[src/siq_pkg.sv]
// Shared types and constants for the sorted insert queue.
`default_nettype none
package siq_pkg;

  localparam int SIQ_DEPTH        = 16;
  localparam int SIQ_PAYLOAD_BITS = 32;
  localparam int PAYLOAD_MAX_BITS = 48;
  localparam int KEY_W            = 16;
  localparam int IN_PAYLOAD_W     = 32;
  localparam int OUT_COUNT_W      = 5;
  localparam int CQ_DEPTH         = 2;
  localparam int CQ_PTR_W         = $clog2(CQ_DEPTH);
  localparam int CQ_CNT_W         = $clog2(CQ_DEPTH + 1);

  localparam logic [1:0] KIND_APPEND = 2'd0;
  localparam logic [1:0] KIND_SORTED = 2'd1;
  localparam logic [1:0] KIND_REMOVE = 2'd2;

  typedef enum logic [1:0] {
    OP_APPEND = 2'd0,
    OP_SORTED = 2'd1,
    OP_REMOVE = 2'd2,
    OP_NOP    = 2'd3
  } op_t;

  typedef enum logic [1:0] {
    ST_OK    = 2'd0,
    ST_FULL  = 2'd1,
    ST_EMPTY = 2'd2
  } status_t;

  typedef struct packed {
    op_t                     op;
    logic [KEY_W-1:0]        key;
    logic [IN_PAYLOAD_W-1:0] payload;
  } cmd_t;

endpackage
`default_nettype wire

[src/siq_front.sv]
// Front end: accepts commands and decodes the operation kind.
`default_nettype none
module siq_front (
  input  wire logic                             clk,
  input  wire logic                             rst_n,
  input  wire logic                             start,
  output logic                                  busy,
  input  wire logic [1:0]                       in_kind,
  input  wire logic [siq_pkg::KEY_W-1:0]        in_key,
  input  wire logic [siq_pkg::IN_PAYLOAD_W-1:0] in_payload,
  input  wire logic                             q_full,
  output logic                                  q_push,
  output siq_pkg::cmd_t                         q_cmd
);
  import siq_pkg::*;

  logic vld_r, vld_nxt;
  cmd_t cmd_r;
  op_t  op_dec;
  logic accept;

  always_comb begin
    case (in_kind)
      KIND_APPEND: op_dec = OP_APPEND;
      KIND_SORTED: op_dec = OP_SORTED;
      KIND_REMOVE: op_dec = OP_REMOVE;
      default:     op_dec = OP_NOP;
    endcase
  end

  assign busy    = vld_r && q_full;
  assign accept  = start && !busy;
  assign q_push  = vld_r && !q_full;
  assign q_cmd   = cmd_r;
  assign vld_nxt = accept || (vld_r && !q_push);

  always_ff @(posedge clk) begin
    if (!rst_n) begin
      vld_r <= 1'b0;
    end else begin
      vld_r <= vld_nxt;
    end
  end

  always_ff @(posedge clk) begin
    if (accept) begin
      cmd_r.op      <= op_dec;
      cmd_r.key     <= in_key;
      cmd_r.payload <= in_payload;
    end
  end

endmodule
`default_nettype wire

[src/siq_cmd_fifo.sv]
// Short command queue between the front end and the execution back end.
`default_nettype none
module siq_cmd_fifo (
  input  wire logic          clk,
  input  wire logic          rst_n,
  input  wire logic          push,
  input  wire siq_pkg::cmd_t push_cmd,
  output logic               full,
  input  wire logic          pop,
  output logic               empty,
  output siq_pkg::cmd_t      pop_cmd
);
  import siq_pkg::*;

  cmd_t                mem_r [CQ_DEPTH];
  logic [CQ_PTR_W-1:0] wr_ptr_r, rd_ptr_r;
  logic [CQ_CNT_W-1:0] cnt_r, cnt_nxt;
  logic                do_push, do_pop;

  assign full    = (cnt_r == CQ_CNT_W'(CQ_DEPTH));
  assign empty   = (cnt_r == '0);
  assign do_push = push && !full;
  assign do_pop  = pop && !empty;
  assign pop_cmd = mem_r[rd_ptr_r];

  always_comb begin
    cnt_nxt = cnt_r;
    if (do_push && !do_pop) begin
      cnt_nxt = cnt_r + 1'b1;
    end else if (do_pop && !do_push) begin
      cnt_nxt = cnt_r - 1'b1;
    end
  end

  always_ff @(posedge clk) begin
    if (!rst_n) begin
      wr_ptr_r <= '0;
      rd_ptr_r <= '0;
      cnt_r    <= '0;
    end else begin
      cnt_r <= cnt_nxt;
      if (do_push) begin
        wr_ptr_r <= CQ_PTR_W'((32'(wr_ptr_r) + 1) % CQ_DEPTH);
      end
      if (do_pop) begin
        rd_ptr_r <= CQ_PTR_W'((32'(rd_ptr_r) + 1) % CQ_DEPTH);
      end
    end
  end

  always_ff @(posedge clk) begin
    if (do_push) begin
      mem_r[wr_ptr_r] <= push_cmd;
    end
  end

endmodule
`default_nettype wire

[src/siq_back.sv]
// Back end: shift-register entry cells and the registered result.
`default_nettype none
module siq_back #(
  parameter int DEPTH        = siq_pkg::SIQ_DEPTH,
  parameter int PAYLOAD_BITS = siq_pkg::SIQ_PAYLOAD_BITS
) (
  input  wire logic                             clk,
  input  wire logic                             rst_n,
  input  wire logic                             q_empty,
  input  wire siq_pkg::cmd_t                    q_cmd,
  output logic                                  q_pop,
  output logic                                  out_strobe,
  output logic                                  out_item_valid,
  output logic [siq_pkg::KEY_W-1:0]             out_item_key,
  output logic [siq_pkg::IN_PAYLOAD_W-1:0]      out_item_payload,
  output logic [siq_pkg::OUT_COUNT_W-1:0]       out_count,
  output logic                                  out_is_empty,
  output logic                                  out_is_full,
  output logic [1:0]                            out_status
);
  import siq_pkg::*;

  localparam int CW = $clog2(DEPTH + 1);

  logic [KEY_W-1:0]        key_r   [DEPTH];
  logic [PAYLOAD_BITS-1:0] pay_r   [DEPTH];
  logic [KEY_W-1:0]        key_nxt [DEPTH];
  logic [PAYLOAD_BITS-1:0] pay_nxt [DEPTH];
  logic [KEY_W-1:0]        below_key [DEPTH];
  logic [PAYLOAD_BITS-1:0] below_pay [DEPTH];
  logic [KEY_W-1:0]        above_key [DEPTH];
  logic [PAYLOAD_BITS-1:0] above_pay [DEPTH];
  logic [DEPTH-1:0]        ins, ins_prev, wen;
  logic [CW-1:0]           cnt_r, cnt_nxt;
  logic                    exec, is_ins, full, do_ins, do_rem, run, live, gt;
  logic [PAYLOAD_MAX_BITS-1:0] in_wide, head_wide;
  logic [PAYLOAD_BITS-1:0]     new_pay;
  logic [CW+OUT_COUNT_W-1:0]   cnt_wide;
  status_t                     status_nxt;

  logic                    strobe_r, item_valid_r, is_empty_r, is_full_r;
  logic [KEY_W-1:0]        item_key_r;
  logic [IN_PAYLOAD_W-1:0] item_payload_r;
  logic [OUT_COUNT_W-1:0]  count_r;
  status_t                 status_r;

  assign exec    = !q_empty;
  assign q_pop   = exec;
  assign is_ins  = (q_cmd.op == OP_APPEND) || (q_cmd.op == OP_SORTED);
  assign full    = (cnt_r == CW'(DEPTH));
  assign do_ins  = exec && is_ins && !full;
  assign do_rem  = exec && (q_cmd.op == OP_REMOVE) && (cnt_r != '0);
  assign in_wide = PAYLOAD_MAX_BITS'(q_cmd.payload);
  assign new_pay = in_wide[PAYLOAD_BITS-1:0];

  for (genvar i = 0; i < DEPTH; i++) begin : g_nbr
    if (i > 0) begin : g_lo
      assign below_key[i] = key_r[i-1];
      assign below_pay[i] = pay_r[i-1];
    end else begin : g_lo0
      assign below_key[i] = key_r[i];
      assign below_pay[i] = pay_r[i];
    end
    if (i < DEPTH - 1) begin : g_hi
      assign above_key[i] = key_r[i+1];
      assign above_pay[i] = pay_r[i+1];
    end else begin : g_hi0
      assign above_key[i] = key_r[i];
      assign above_pay[i] = pay_r[i];
    end
  end

  // Insert point is the first live key above a sorted new key, else the tail.
  always_comb begin
    run = 1'b0;
    for (int i = 0; i < DEPTH; i++) begin
      live   = (CW'(i) < cnt_r);
      gt     = live && (q_cmd.op == OP_SORTED) && (key_r[i] > q_cmd.key);
      run    = run || gt;
      ins[i] = (live && run) || (CW'(i) == cnt_r);
    end
  end

  assign ins_prev = {ins[DEPTH-2:0], 1'b0};

  always_comb begin
    for (int i = 0; i < DEPTH; i++) begin
      wen[i] = do_rem || (do_ins && ins[i]);
      if (do_rem) begin
        key_nxt[i] = above_key[i];
        pay_nxt[i] = above_pay[i];
      end else if (ins_prev[i]) begin
        key_nxt[i] = below_key[i];
        pay_nxt[i] = below_pay[i];
      end else begin
        key_nxt[i] = q_cmd.key;
        pay_nxt[i] = new_pay;
      end
    end
  end

  always_ff @(posedge clk) begin
    for (int i = 0; i < DEPTH; i++) begin
      if (wen[i]) begin
        key_r[i] <= key_nxt[i];
        pay_r[i] <= pay_nxt[i];
      end
    end
  end

  always_comb begin
    cnt_nxt    = cnt_r;
    status_nxt = ST_OK;
    if (do_ins) begin
      cnt_nxt = cnt_r + 1'b1;
    end else if (do_rem) begin
      cnt_nxt = cnt_r - 1'b1;
    end else if (exec && is_ins) begin
      status_nxt = ST_FULL;
    end else if (exec && (q_cmd.op == OP_REMOVE)) begin
      status_nxt = ST_EMPTY;
    end
  end

  assign head_wide = PAYLOAD_MAX_BITS'(pay_r[0]);
  assign cnt_wide  = (CW + OUT_COUNT_W)'(cnt_nxt);

  always_ff @(posedge clk) begin
    if (!rst_n) begin
      cnt_r    <= '0;
      strobe_r <= 1'b0;
    end else begin
      cnt_r    <= cnt_nxt;
      strobe_r <= exec;
    end
  end

  always_ff @(posedge clk) begin
    if (exec) begin
      item_valid_r   <= do_rem;
      item_key_r     <= do_rem ? key_r[0] : '0;
      item_payload_r <= do_rem ? head_wide[IN_PAYLOAD_W-1:0] : '0;
      count_r        <= cnt_wide[OUT_COUNT_W-1:0];
      is_empty_r     <= (cnt_nxt == '0);
      is_full_r      <= (cnt_nxt == CW'(DEPTH));
      status_r       <= status_nxt;
    end
  end

  assign out_strobe       = strobe_r;
  assign out_item_valid   = item_valid_r;
  assign out_item_key     = item_key_r;
  assign out_item_payload = item_payload_r;
  assign out_count        = count_r;
  assign out_is_empty     = is_empty_r;
  assign out_is_full      = is_full_r;
  assign out_status       = status_r;

`ifndef SYNTHESIS
  a_cnt_bound: assert property (@(posedge clk) disable iff (!rst_n)
    cnt_r <= CW'(DEPTH))
    else $error("entry count above capacity");
  a_full_hold: assert property (@(posedge clk) disable iff (!rst_n)
    (exec && is_ins && full) |=> (cnt_r == $past(cnt_r)))
    else $error("refused insert changed the count");
  a_rem_dec: assert property (@(posedge clk) disable iff (!rst_n)
    do_rem |=> (cnt_r == $past(cnt_r) - CW'(1)))
    else $error("remove did not decrement the count");
  a_strobe: assert property (@(posedge clk) disable iff (!rst_n)
    exec |=> out_strobe)
    else $error("executed command produced no result");
`endif

endmodule
`default_nettype wire

[src/sorted_insert_queue_core.sv]
// Top level of the sorted insert queue.
//
// A queue of up to DEPTH key/payload entries held compacted from the head.
// Commands enter on start/busy: a transfer happens at a rising edge with
// start high and busy low, carrying in_kind, in_key and in_payload.
// Kind 0 appends at the tail, kind 1 inserts after every held entry whose
// key is less than or equal to in_key, kind 2 removes the head, kind 3 is
// ignored. Each command yields exactly one result, shown for one cycle with
// out_strobe high: removed entry, count, empty/full flags and status.
// The command passes the front register and the command queue; the back end
// then executes it from the command queue and registers the result.
// Throughput: one command per cycle while busy is low; the back end finishes
// one queue operation each cycle, its per-cell key compares in parallel.
// busy rises only if the command queue fills, which the back end never
// lets persist. The receiver cannot stall; results are never held.
// Reset (rst_n low, synchronous) empties the queue and drops queued
// commands; entry contents are not cleared and need no clearing pass.
`default_nettype none
module sorted_insert_queue_core #(
  parameter int DEPTH        = siq_pkg::SIQ_DEPTH,
  parameter int PAYLOAD_BITS = siq_pkg::SIQ_PAYLOAD_BITS
) (
  input  wire logic                             clk,
  input  wire logic                             rst_n,
  input  wire logic                             start,
  output logic                                  busy,
  input  wire logic [1:0]                       in_kind,
  input  wire logic [siq_pkg::KEY_W-1:0]        in_key,
  input  wire logic [siq_pkg::IN_PAYLOAD_W-1:0] in_payload,
  output logic                                  out_strobe,
  output logic                                  out_item_valid,
  output logic [siq_pkg::KEY_W-1:0]             out_item_key,
  output logic [siq_pkg::IN_PAYLOAD_W-1:0]      out_item_payload,
  output logic [siq_pkg::OUT_COUNT_W-1:0]       out_count,
  output logic                                  out_is_empty,
  output logic                                  out_is_full,
  output logic [1:0]                            out_status
);
  import siq_pkg::*;

  logic q_push, q_full, q_pop, q_empty;
  cmd_t push_cmd, pop_cmd;

  siq_front u_front (
    .clk        (clk),
    .rst_n      (rst_n),
    .start      (start),
    .busy       (busy),
    .in_kind    (in_kind),
    .in_key     (in_key),
    .in_payload (in_payload),
    .q_full     (q_full),
    .q_push     (q_push),
    .q_cmd      (push_cmd)
  );

  siq_cmd_fifo u_fifo (
    .clk      (clk),
    .rst_n    (rst_n),
    .push     (q_push),
    .push_cmd (push_cmd),
    .full     (q_full),
    .pop      (q_pop),
    .empty    (q_empty),
    .pop_cmd  (pop_cmd)
  );

  siq_back #(
    .DEPTH        (DEPTH),
    .PAYLOAD_BITS (PAYLOAD_BITS)
  ) u_back (
    .clk              (clk),
    .rst_n            (rst_n),
    .q_empty          (q_empty),
    .q_cmd            (pop_cmd),
    .q_pop            (q_pop),
    .out_strobe       (out_strobe),
    .out_item_valid   (out_item_valid),
    .out_item_key     (out_item_key),
    .out_item_payload (out_item_payload),
    .out_count        (out_count),
    .out_is_empty     (out_is_empty),
    .out_is_full      (out_is_full),
    .out_status       (out_status)
  );

endmodule
`default_nettype wire

[config.mk]
export PLATFORM = sky130hd
export DESIGN_NAME = sorted_insert_queue_core
export DESIGN_NICKNAME = d
export VERILOG_FILES = /design/src/siq_pkg.sv /design/src/siq_front.sv /design/src/siq_cmd_fifo.sv /design/src/siq_back.sv /design/src/sorted_insert_queue_core.sv
export SDC_FILE = /design/constraint.sdc
export NUM_CORES = 2
export LEC_CHECK = 0
export BUFFER_PORTS_ARGS = -buffer_cell sky130_fd_sc_hd__buf_2
export CAP_MARGIN = 20
export CORE_ASPECT_RATIO = 1.75
export CORE_MARGIN = 1
export CORE_UTILIZATION = 60
export CTS_CLUSTER_DIAMETER = 200
export DETAILED_ROUTE_END_ITERATION = 16
export PLACE_DENSITY = 0.73
export RECOVER_POWER = 25
export SLEW_MARGIN = 20
export SYNTH_ARGS = -nofsm -noshare
export SYNTH_HDL_FRONTEND = slang
export SYNTH_SLANG_ARGS = --single-unit
[constraint.sdc]
create_clock -name clk -period 11.4 [get_ports clk]
set_input_delay 1.14 -clock clk [delete_from_list [all_inputs] [get_ports clk]]
set_output_delay 1.14 -clock clk [all_outputs]
set_load 0.05 [all_outputs]
==> impl_metrics.tcl <==
set metrics [dict create \
    synth_async_sr_flop_share_pct 0 \
    post_cts_resized 0 \
    synth.cell_area_um2 52400 \
    cp_class "reg2reg" \
    floorplan.die.width_um 225 \
    timing.final.crit_share_pct 68.1 \
    largest_net_degree_at_the_start_of_global_routing 198 \
    yosys-top-cells-count "edfxtp_1 (976), nand2_1 (703), o21ai_0 (351), mux2i_1 (339), a21oi_1 (296)" \
    syn_nets 4992 \
    post_synth_num_cell_types 76 \
    ctsRootBufferMaster "clkbuf_16" \
    synth.avg_cell_area_um2 11.2 \
    clock.fmax_mhz 129 \
    critPathMaxFanout 88 \
    end_kind "flop" \
    dr.pass1.iters 5 \
    number_of_antenna_violations_at_the_first_check_in_global_routing 0 \
    setup_ws_final_ns 3.63 \
    fin_skew_ns 0.0323 \
    rr_endpoint "u_back.pay_r[0][10]" \
    p_leak_uw 0.0196 \
    clockBufferDepth 3 \
    timing.reg2reg.setup_slack_ns 3.63 \
    routed-via-count 38719 \
    die_area_um2 88600 \
    netlist.top_cell.by_area "edfxtp_1" \
    clk-insertion-delay-late_ns 0.72 \
    maxSlewHeadroom_pct -186 \
    gp_routability_congestion 0.941 \
    netlist_top_cells_area "edfxtp_1 (56%), mux2i_1 (6.5%), ha_1 (6.3%), nand2_1 (5.0%), o21ai_0 (3.4%)" \
    fp-row-count 143 \
    dominantRegCellSynth "edfxtp_1" \
    critical_path_arrival_ns 8.09 \
    synthToLayoutAreaGrowth_pct 8.50 \
    synth-edff-count 976 \
    ff_latch_area_um2 29500 \
    number_of_instances_in_the_synthesized_netlist 4677 \
    grt_pass1_vias 39722 \
    nFillCells 6947 \
    number_of_setup_buffers_added_after_cts 0 \
    grt_first_pass_wirelength_um 228000 \
    io_buffers 112 \
    clock_sink_count 988 \
    routed_wirelength_um 153000 \
    worst_slew_pin_slew_ns 4.30 \
    yosysMostFrequentCell "edfxtp_1" \
    place.detailed.hpwl_um 103000 \
    antenna_cells_inserted 0 \
    whs_endpoint "u_fifo.mem_r[0][40]" \
    cp_common_cell "inv_1" \
    core_um2 86600 \
    slew_violations 393 \
    run_status "complete, but fails checks" \
    clk_pin_slew_ns 0.06 \
    violations "capacitance limit, slew limit" \
    finalSetupTns_ns 0 \
    crit_required_ns 11.72 \
    initial_utilization_pct 60.6 \
    critical_path.cell_chain "inv_1, ha_1, inv_1, nor2_1, nand2_1, nand3_1, clkbuf_1, o21ai_4, buf_4" \
    multiInputGateArea_um2 21500 \
    timing.rr.start "u_back.cnt_r[0]" \
    io_pins 113 \
    library_cell_contributing_the_largest_single_delay_on_the_critical_path "clkbuf_1" \
    power_density_of_the_placed_cells_nw_per_um2 233 \
    critPathLaunchType "flop" \
    finish.net_count 4907 \
    ff2ff_path_depth 9 \
    cts_hold_repair.buffers 0 \
    via_per_inst 6.64 \
    hold_viol_final 0 \
    die_h_um 393 \
    antenna_violating_nets_post_route 0 \
    place_ws_ns 4.42 \
    timing.hold.worst_path_depth 0 \
    min-delay-start "u_front.q_cmd[40]" \
    fin_worst_hold_slack_ns 0.445 \
    max-vdd-ir-drop_mv 0.203 \
    overall_global_routing_resource_usage_pct 34.4 \
    max_stage_delay_ns 3.11 \
    final_number_of_setup_violating_endpoints 0 \
    drt_iter0_markers 3573 \
    gr-total-overflow 0 \
    period_minus_slack_ns 7.77 \
    route.detailed.drc 0 \
    rsz0062_at_grt "false" \
    max_cap_viol_count 7 \
    cts_htree_levels 3 \
    layout_cells_sized_above_1_pct 8.80 \
    cts_tree "yes" \
    count_of_state_elements_after_synthesis 988 \
    seq_area_frac_synth_pct 56.3 \
    holdCritPathClass "reg2reg" \
    synth_top_cell_area_share_pct 55.9 \
    synth_warnings 0 \
    post_drt_wl_per_cell_um 26.3 \
    numCtsBuffers 93 \
]
==> layout make-up <==
type	count	share of cell area (%)
flip-flops and latches	988	51.9
inverters	44	0.303
clock buffers	109	4.29
well taps	1160	2.55
clock inverters	65	1.27
repair buffers	187	1.89
multi-input cells	3278	37.8
==> critical path, delay by kind of cell (launching register included) <==
family	cells	cell delay, ns
fa+ha+maj	1	0.56
compound gates	1	0
simple gates	3	1.93
buf+inv	4	4.23
flops	1	0.50
==> layer usage <==
metal,GRT usage (%),up-vias,part of all wire (%)
li1,-,17482,-
met1,35.7,19060,34
met2,62.3,1567,53
met3,3.38,610,4.3
met4,29.1,0,9.0
met5,0,-,0
==> state kept, by name (all words and copies together) (netlist names), named ones only <==
| name | flops |
|---|---|
| u_fifo.mem_r | 100 |
| u_back.out_is_full | 1 |
| u_back.out_status | 2 |
| u_fifo.cnt_r | 2 |
| u_front.vld_r | 1 |
| u_fifo.rd_ptr_r | 1 |
| u_fifo.wr_ptr_r | 1 |
| u_back.out_strobe | 1 |
| u_back.cnt_r | 5 |
| u_back.key_r | 256 |
| u_back.out_item_key | 16 |
| u_back.out_item_valid | 1 |
| u_back.out_is_empty | 1 |
| u_back.out_item_payload | 32 |
| u_back.pay_r | 512 |
| u_back.out_count | 5 |
| u_front.q_cmd | 50 |
==> layout by cell type, fill, tap and decap left out, types with 19 or more instances in the layout <==
cell type,count
clkinv_2,19
mux2i_1,339
buf_4,65
nor2_1,263
o21a_1,24
nor3_1,114
nand2_1,694
o211ai_1,187
a21o_1,28
edfxtp_1,976
mux2_2,87
a21oi_1,295
o311ai_0,46
nand4_1,48
o21ai_0,345
clkinv_1,32
clkbuf_16,94
clkbuf_1,78
and2_1,45
inv_1,28
o31ai_1,104
nand3_1,179
ha_1,262
buf_2,52
==> where the power goes <==
group | switching, uW | internal (uW)
logic | 3080 | 1510
registers | 316 | 5030
clock network | 1470 | 1840
==> metrics by stage <==
stage               area, um^2  util (%)  instances  total power (uW)
global placement         53800      62.2       5657              9810
floorplan                52400         -       4677              8480
finish                   56900      65.7       5831             13200
global route             56900      65.7       5831             13800
detailed placement       53800      62.2       5657              9950
CTS                      57000      65.8       5831             13200
==> worst max-delay path by stage <==
stage,start,endpoint,slack (ns),depth (start not counted)
after floorplan,flop,u_back.key_r[2][32],3.50,16
after global placement,flop,u_back.pay_r[1][236],4.52,15
after detailed placement,flop,u_back.pay_r[1][109],4.42,16
after CTS,flop,u_back.pay_r[1][105],4.36,16
after global routing,u_back.cnt_r[0],u_back.pay_r[0][110],3.27,9
final,u_back.cnt_r[0],u_back.pay_r[0][10],3.63,9
==> cell families after synthesis <==
group	after synthesis	synth area share (%)
AOI/OAI and AO/OA	1149	13.7
xor gates and xnor gates	7	0.117
adders and majority gates	262	6.25
buffers and inverters	411	3.27
DFF	988	56.3
muxes	435	8.53
and+or+nand+nor	1425	11.8
No activity file was read; power rests on OpenSTA's default activity.
